<file path="src/rtl/core/etm_pkg.sv">
// etm_pkg: shared types, constants and arithmetic helpers of the
// Euler transform matrix pipeline. No dependencies.
`timescale 1ns / 1ps
package etm_pkg;

  localparam int ANGLE_BITS   = 16;
  localparam int PHASE_SHIFT  = 32 - ANGLE_BITS;
  localparam int CORDIC_STEPS = 16;
  localparam int CX_W         = 34;
  localparam int CZ_W         = 32;
  localparam int P2_W         = 17;
  localparam int R_W          = 18;
  localparam int PROD_W       = 32 + R_W;
  localparam int SC_LAT       = CORDIC_STEPS + 2;
  localparam int ROT_LAT      = 2;
  localparam int SIDE_DEPTH   = SC_LAT + ROT_LAT;
  localparam int PIPE_DEPTH   = SIDE_DEPTH + 2;

  localparam logic signed [CX_W-1:0] CORDIC_GAIN = CX_W'(652032874);
  localparam logic signed [CX_W-1:0] ROUND_HALF  = CX_W'(16384);

  localparam logic signed [31:0] ATAN_TURN [CORDIC_STEPS] = '{
    32'h20000000, 32'h12E4051E, 32'h09FB385B, 32'h051111D4,
    32'h028B0D43, 32'h0145D7E1, 32'h00A2F61E, 32'h00517C55,
    32'h0028BE53, 32'h00145F2F, 32'h000A2F98, 32'h000517CC,
    32'h00028BE6, 32'h000145F3, 32'h0000A2FA, 32'h0000517D
  };

  typedef enum logic {
    ORDER_YXZ = 1'b0,
    ORDER_ZXY = 1'b1
  } order_t;

  typedef struct packed {
    logic signed [15:0] angle_x;
    logic signed [15:0] angle_y;
    logic signed [15:0] angle_z;
    logic signed [31:0] scale_x;
    logic signed [31:0] scale_y;
    logic signed [31:0] scale_z;
    logic signed [31:0] trans_x;
    logic signed [31:0] trans_y;
    logic signed [31:0] trans_z;
  } in_t;

  typedef struct packed {
    logic signed [31:0] m00;
    logic signed [31:0] m01;
    logic signed [31:0] m02;
    logic signed [31:0] m10;
    logic signed [31:0] m11;
    logic signed [31:0] m12;
    logic signed [31:0] m20;
    logic signed [31:0] m21;
    logic signed [31:0] m22;
    logic signed [31:0] out_tx;
    logic signed [31:0] out_ty;
    logic signed [31:0] out_tz;
  } out_t;

  typedef struct packed {
    logic signed [15:0] cos_v;
    logic signed [15:0] sin_v;
  } sc_t;

  typedef struct packed {
    logic [1:0]              quad;
    logic signed [CX_W-1:0]  x;
    logic signed [CX_W-1:0]  y;
    logic signed [CZ_W-1:0]  z;
  } cordic_t;

  typedef logic signed [R_W-1:0] rent_t;
  typedef rent_t [8:0] rot_t;

  typedef struct packed {
    logic signed [31:0] scale_x;
    logic signed [31:0] scale_y;
    logic signed [31:0] scale_z;
    logic signed [31:0] trans_x;
    logic signed [31:0] trans_y;
    logic signed [31:0] trans_z;
  } side_t;

  // One micro-rotation of the CORDIC in rotation mode
  function automatic cordic_t cordic_step(cordic_t s, int i);
    cordic_t r;
    logic signed [CX_W-1:0] dx;
    logic signed [CX_W-1:0] dy;
    r  = s;
    dx = s.y >>> i;
    dy = s.x >>> i;
    if (s.z >= 0) begin
      r.x = s.x - dx;
      r.y = s.y + dy;
      r.z = s.z - ATAN_TURN[i];
    end else begin
      r.x = s.x + dx;
      r.y = s.y - dy;
      r.z = s.z + ATAN_TURN[i];
    end
    return r;
  endfunction

  // Round Q30 to Q15 and clamp to 16 bits
  function automatic logic signed [15:0] round_q15(logic signed [CX_W-1:0] v);
    logic signed [CX_W-1:0] t;
    t = (v + ROUND_HALF) >>> 15;
    if (t > CX_W'(32767)) return 16'sd32767;
    if (t < -CX_W'(32768)) return -16'sd32768;
    return t[15:0];
  endfunction

endpackage

</file>
<file path="src/rtl/core/etm_sincos.sv">
// etm_sincos: pipelined CORDIC giving cosine and sine of one binary angle
// in Q1.15. Depends on etm_pkg.
`timescale 1ns / 1ps
module etm_sincos import etm_pkg::*; (
  input  logic               clk,
  input  logic               en,
  input  logic signed [15:0] angle,
  output sc_t                sc
);

  cordic_t    stage [CORDIC_STEPS+1];
  logic [31:0] phase;

  // Map the angle onto a 32-bit turn
  assign phase = {{16{angle[15]}}, angle} << PHASE_SHIFT;

  // Load the first stage: quadrant and remaining phase
  always_ff @(posedge clk) begin
    if (en) begin
      stage[0].quad <= phase[31:30];
      stage[0].x    <= CORDIC_GAIN;
      stage[0].y    <= '0;
      stage[0].z    <= CZ_W'({2'b00, phase[29:0]});
    end
  end

  // One micro-rotation per stage
  for (genvar i = 0; i < CORDIC_STEPS; i++) begin : g_iter
    always_ff @(posedge clk) begin
      if (en) begin
        stage[i+1] <= cordic_step(stage[i], i);
      end
    end
  end

  // Round and fold back into the quadrant
  always_ff @(posedge clk) begin
    logic signed [15:0] cq;
    logic signed [15:0] sq;
    cq = round_q15(stage[CORDIC_STEPS].x);
    sq = round_q15(stage[CORDIC_STEPS].y);
    if (en) begin
      unique case (stage[CORDIC_STEPS].quad)
        2'd0: begin sc.cos_v <= cq;  sc.sin_v <= sq;  end
        2'd1: begin sc.cos_v <= -sq; sc.sin_v <= cq;  end
        2'd2: begin sc.cos_v <= -cq; sc.sin_v <= -sq; end
        2'd3: begin sc.cos_v <= sq;  sc.sin_v <= -cq; end
      endcase
    end
  end

endmodule

</file>
<file path="config.mk">
export PLATFORM = sky130hd
export DESIGN_NAME = etm_sincos
export DESIGN_NICKNAME = d
export VERILOG_FILES = /design/src/rtl/core/etm_pkg.sv /design/src/rtl/core/etm_sincos.sv
export SDC_FILE = /design/constraint.sdc
export NUM_CORES = 2
export LEC_CHECK = 0
export BUFFER_PORTS_ARGS = -buffer_cell sky130_fd_sc_hd__buf_4
export CAP_MARGIN = 20
export CELL_PAD_IN_SITES_DETAIL_PLACEMENT = 1
export CELL_PAD_IN_SITES_GLOBAL_PLACEMENT = 2
export CORE_MARGIN = 2
export CORE_UTILIZATION = 43
export DETAILED_ROUTE_END_ITERATION = 6
export PLACE_DENSITY_LB_ADDON = 0.12
export SLEW_MARGIN = 15
export SYNTH_ARGS = -nofsm -noshare
export SYNTH_HDL_FRONTEND = slang
export SYNTH_SLANG_ARGS = --single-unit
</file>
<file path="constraint.sdc">
create_clock -name clk -period 6.1 [get_ports clk]
set_clock_uncertainty 0.1 [all_clocks]
set_input_delay 0.915 -clock clk [delete_from_list [all_inputs] [get_ports clk]]
set_output_delay 0.915 -clock clk [all_outputs]
set_load 0.01 [all_outputs]
</file>
==> flow_summary.json <==
{
  "yosysWarnings": 0,
  "routedWlPerCell_um": 21.6,
  "globalRouteOverflowTotal": 0,
  "rows": 189,
  "synth_cell_types": 99,
  "clockRootBuffer": "clkbuf_16",
  "synth.avg_cell_area_um2": 9.81,
  "syn_to_final_growth_pct": 9.49,
  "status": "completed",
  "rsz0062_at_grt": "false",
  "max_freq_ghz": 0.173,
  "final_cell_mix": "edfxtp_1, ha_1, xnor2_1, a21oi_1, nor2_1",
  "numCtsBuffers": 184,
  "drc": 0,
  "cts.sinks": 1407,
  "worstHoldPathType": "input port to flop",
  "cp-end-kind": "flop",
  "core_area_um2": 266000,
  "die_w_um": 521,
  "vias": 90102,
  "grt_max_degree": 168,
  "fin_setup_tns_ns": 0,
  "crit_path_max_fanout": 5,
  "antenna_found_initial": 3,
  "cts_resized": 0,
  "final_nets": 13245,
  "seq_area_frac_synth_pct": 36.7,
  "whs_ns": 0.112,
  "wirelength_mm": 336,
  "drv_slew": 0,
  "ys_async_sr_fraction_pct": 0,
  "place_hpwl_mm": 267,
  "io_buffers": 49,
  "cts_max_path_buffers": 4,
  "required_ns": 6.57,
  "worst_pin_slew_ns": 1.02,
  "gp_congestion": 0.906,
  "timing.final.crit_share_pct": 94.6,
  "maxCapViolCount": 0,
  "viasPerCell": 5.79,
  "die_y_um": 521,
  "cts_tree": "done",
  "dieArea_um2": 272000,
  "cp.arrival_ns": 6.24,
  "reg2reg_slack_ns": 0.33,
  "slew_headroom_pct": 32.1,
  "grt_first_pass_wirelength_mm": 532,
  "clk_pin_slew_ns": 0.06,
  "layout_commonest_cell": "edfxtp_1",
  "postRouteAntennaNets": 0,
  "h-tree-depth": 4,
  "ys_ff_latch": 1407,
  "grt_pass1_vias": 93382,
  "drt_iter0_drc": 4495,
  "start_util_pct": 43.3,
  "cp-start-kind": "flop",
  "drt_pass1_iterations": 5,
  "io_pins": 50,
  "path_class": "flop to flop",
  "drive_gt1_share_pct": 4.57,
  "setup_viol": 0,
  "netlist_instances": 11739,
  "synth_area_um2": 115000,
  "synth_edf_count": 1407,
  "fin_crit_ns": 5.77,
  "cts_hold_buffers": 0,
  "hold_viol": 0,
  "grt_usage_pct": 24.3,
  "worstSkewPairLatency_ns": 0.87,
  "cts_setup_buffers": 0,
  "ys.flop_type": "edfxtp_1"
}
[through the flow]
stage / instances / cell area (µm²) / utilization [%] / worst slack, ns
floorplan: 11740 / 115000 / - / 0.942
global placement: 15240 / 120000 / 45.2 / 0.413
detailed placement: 15240 / 120000 / 45.2 / 0.284
CTS: 15563 / 126000 / 47.4 / 0.278
global route: 15566 / 126000 / 47.4 / 0.0311
finish: 15566 / 126000 / 47.4 / 0.327
[cell usage after synthesis (all sizes together), types with 179 or more instances]
| library cell | instances | area [µm²] |
|---|---|---|
| a21o | 503 | 3780 |
| xor2 | 600 | 5260 |
| o31ai | 206 | 1550 |
| xnor2 | 1109 | 9710 |
| o21a | 225 | 1690 |
| nand3 | 193 | 971 |
| nand2 | 725 | 2720 |
| nor2 | 854 | 3210 |
| o21ai | 798 | 3990 |
| ha | 1301 | 16300 |
| or3 | 179 | 1140 |
| nand2b | 207 | 1290 |
| edfxtp | 1407 | 42300 |
| a21oi | 929 | 4650 |
| inv | 431 | 1620 |
| nor3 | 238 | 1190 |
[path summary, 6_finish.rpt]
kind / start / to / cells after the start
setup / recovery: stage[0][590] / stage[0][676] / 17
hold / removal: angle[9] / stage[0][25] / 1
setup reg to reg: stage[0][590] / stage[0][676] / 17
hold reg to reg: stage[0][26] / stage[0][128] / 0
[routing by layer]
metal / GRT usage, % / part of all wire [%] / wire length [µm] / up-vias
met2: 42.7 / 49 / 163000 / 1092
met1: 31.6 / 46 / 154000 / 44384
met4: 6.81 / 2.9 / 9680 / 2
met5: 0 / 0.0051 / 17 / -
li1: - / - / - / 44207
met3: 2.24 / 2.7 / 9040 / 417
[critical path, cell delays in order (launching register included)]
cell and delay, ns:
edfxtp_1 0.50, or4_1 0.59, or3_1 0.40, or3_1 0.36
or3_1 0.43, o21ai_0 0.23, xnor2_1 0.15, ha_1 0.31
a21o_1 0.18, a21o_1 0.16, a21oi_1 0.19, o21ai_0 0.19
nor4_1 0.29, a21oi_1 0.17, o211a_1 0.25, o21a_1 0.20
o21a_1 0.18, o311ai_0 0.59
[state kept, by name, indices dropped and copies added (netlist names)]
| signal | flops |
|---|---|
| stage | 1375 |
| sc | 32 |
[layout make-up]
class                      count  area (µm²)
antenna                        3        7.51
timing repair buffer         142        1220
clock inverter               109        1140
clock buffer                 214        4780
fill                       29602      140000
tap                         3533        4420
multi-input combinational   9721       70600
inverter                     437        1640
sequential                  1407       42300
[cell families after synthesis]
logic type | Yosys count | share of synthesized area, %
XOR/XNOR | 1709 | 13.0
other | 1 | 0.00326
flip-flops | 1407 | 36.7
multiplexers | 54 | 0.657
buffers and inverters | 612 | 2.01
AO/OA/AOI/OAI | 3532 | 19.7
adder cells (fa/ha/maj) | 1334 | 14.7
AND/OR/NAND/NOR | 3090 | 13.2
Power is left out: the tool's default activity adds up to more than one toggle a clock period on the data nets, which glitch-free logic cannot reach.
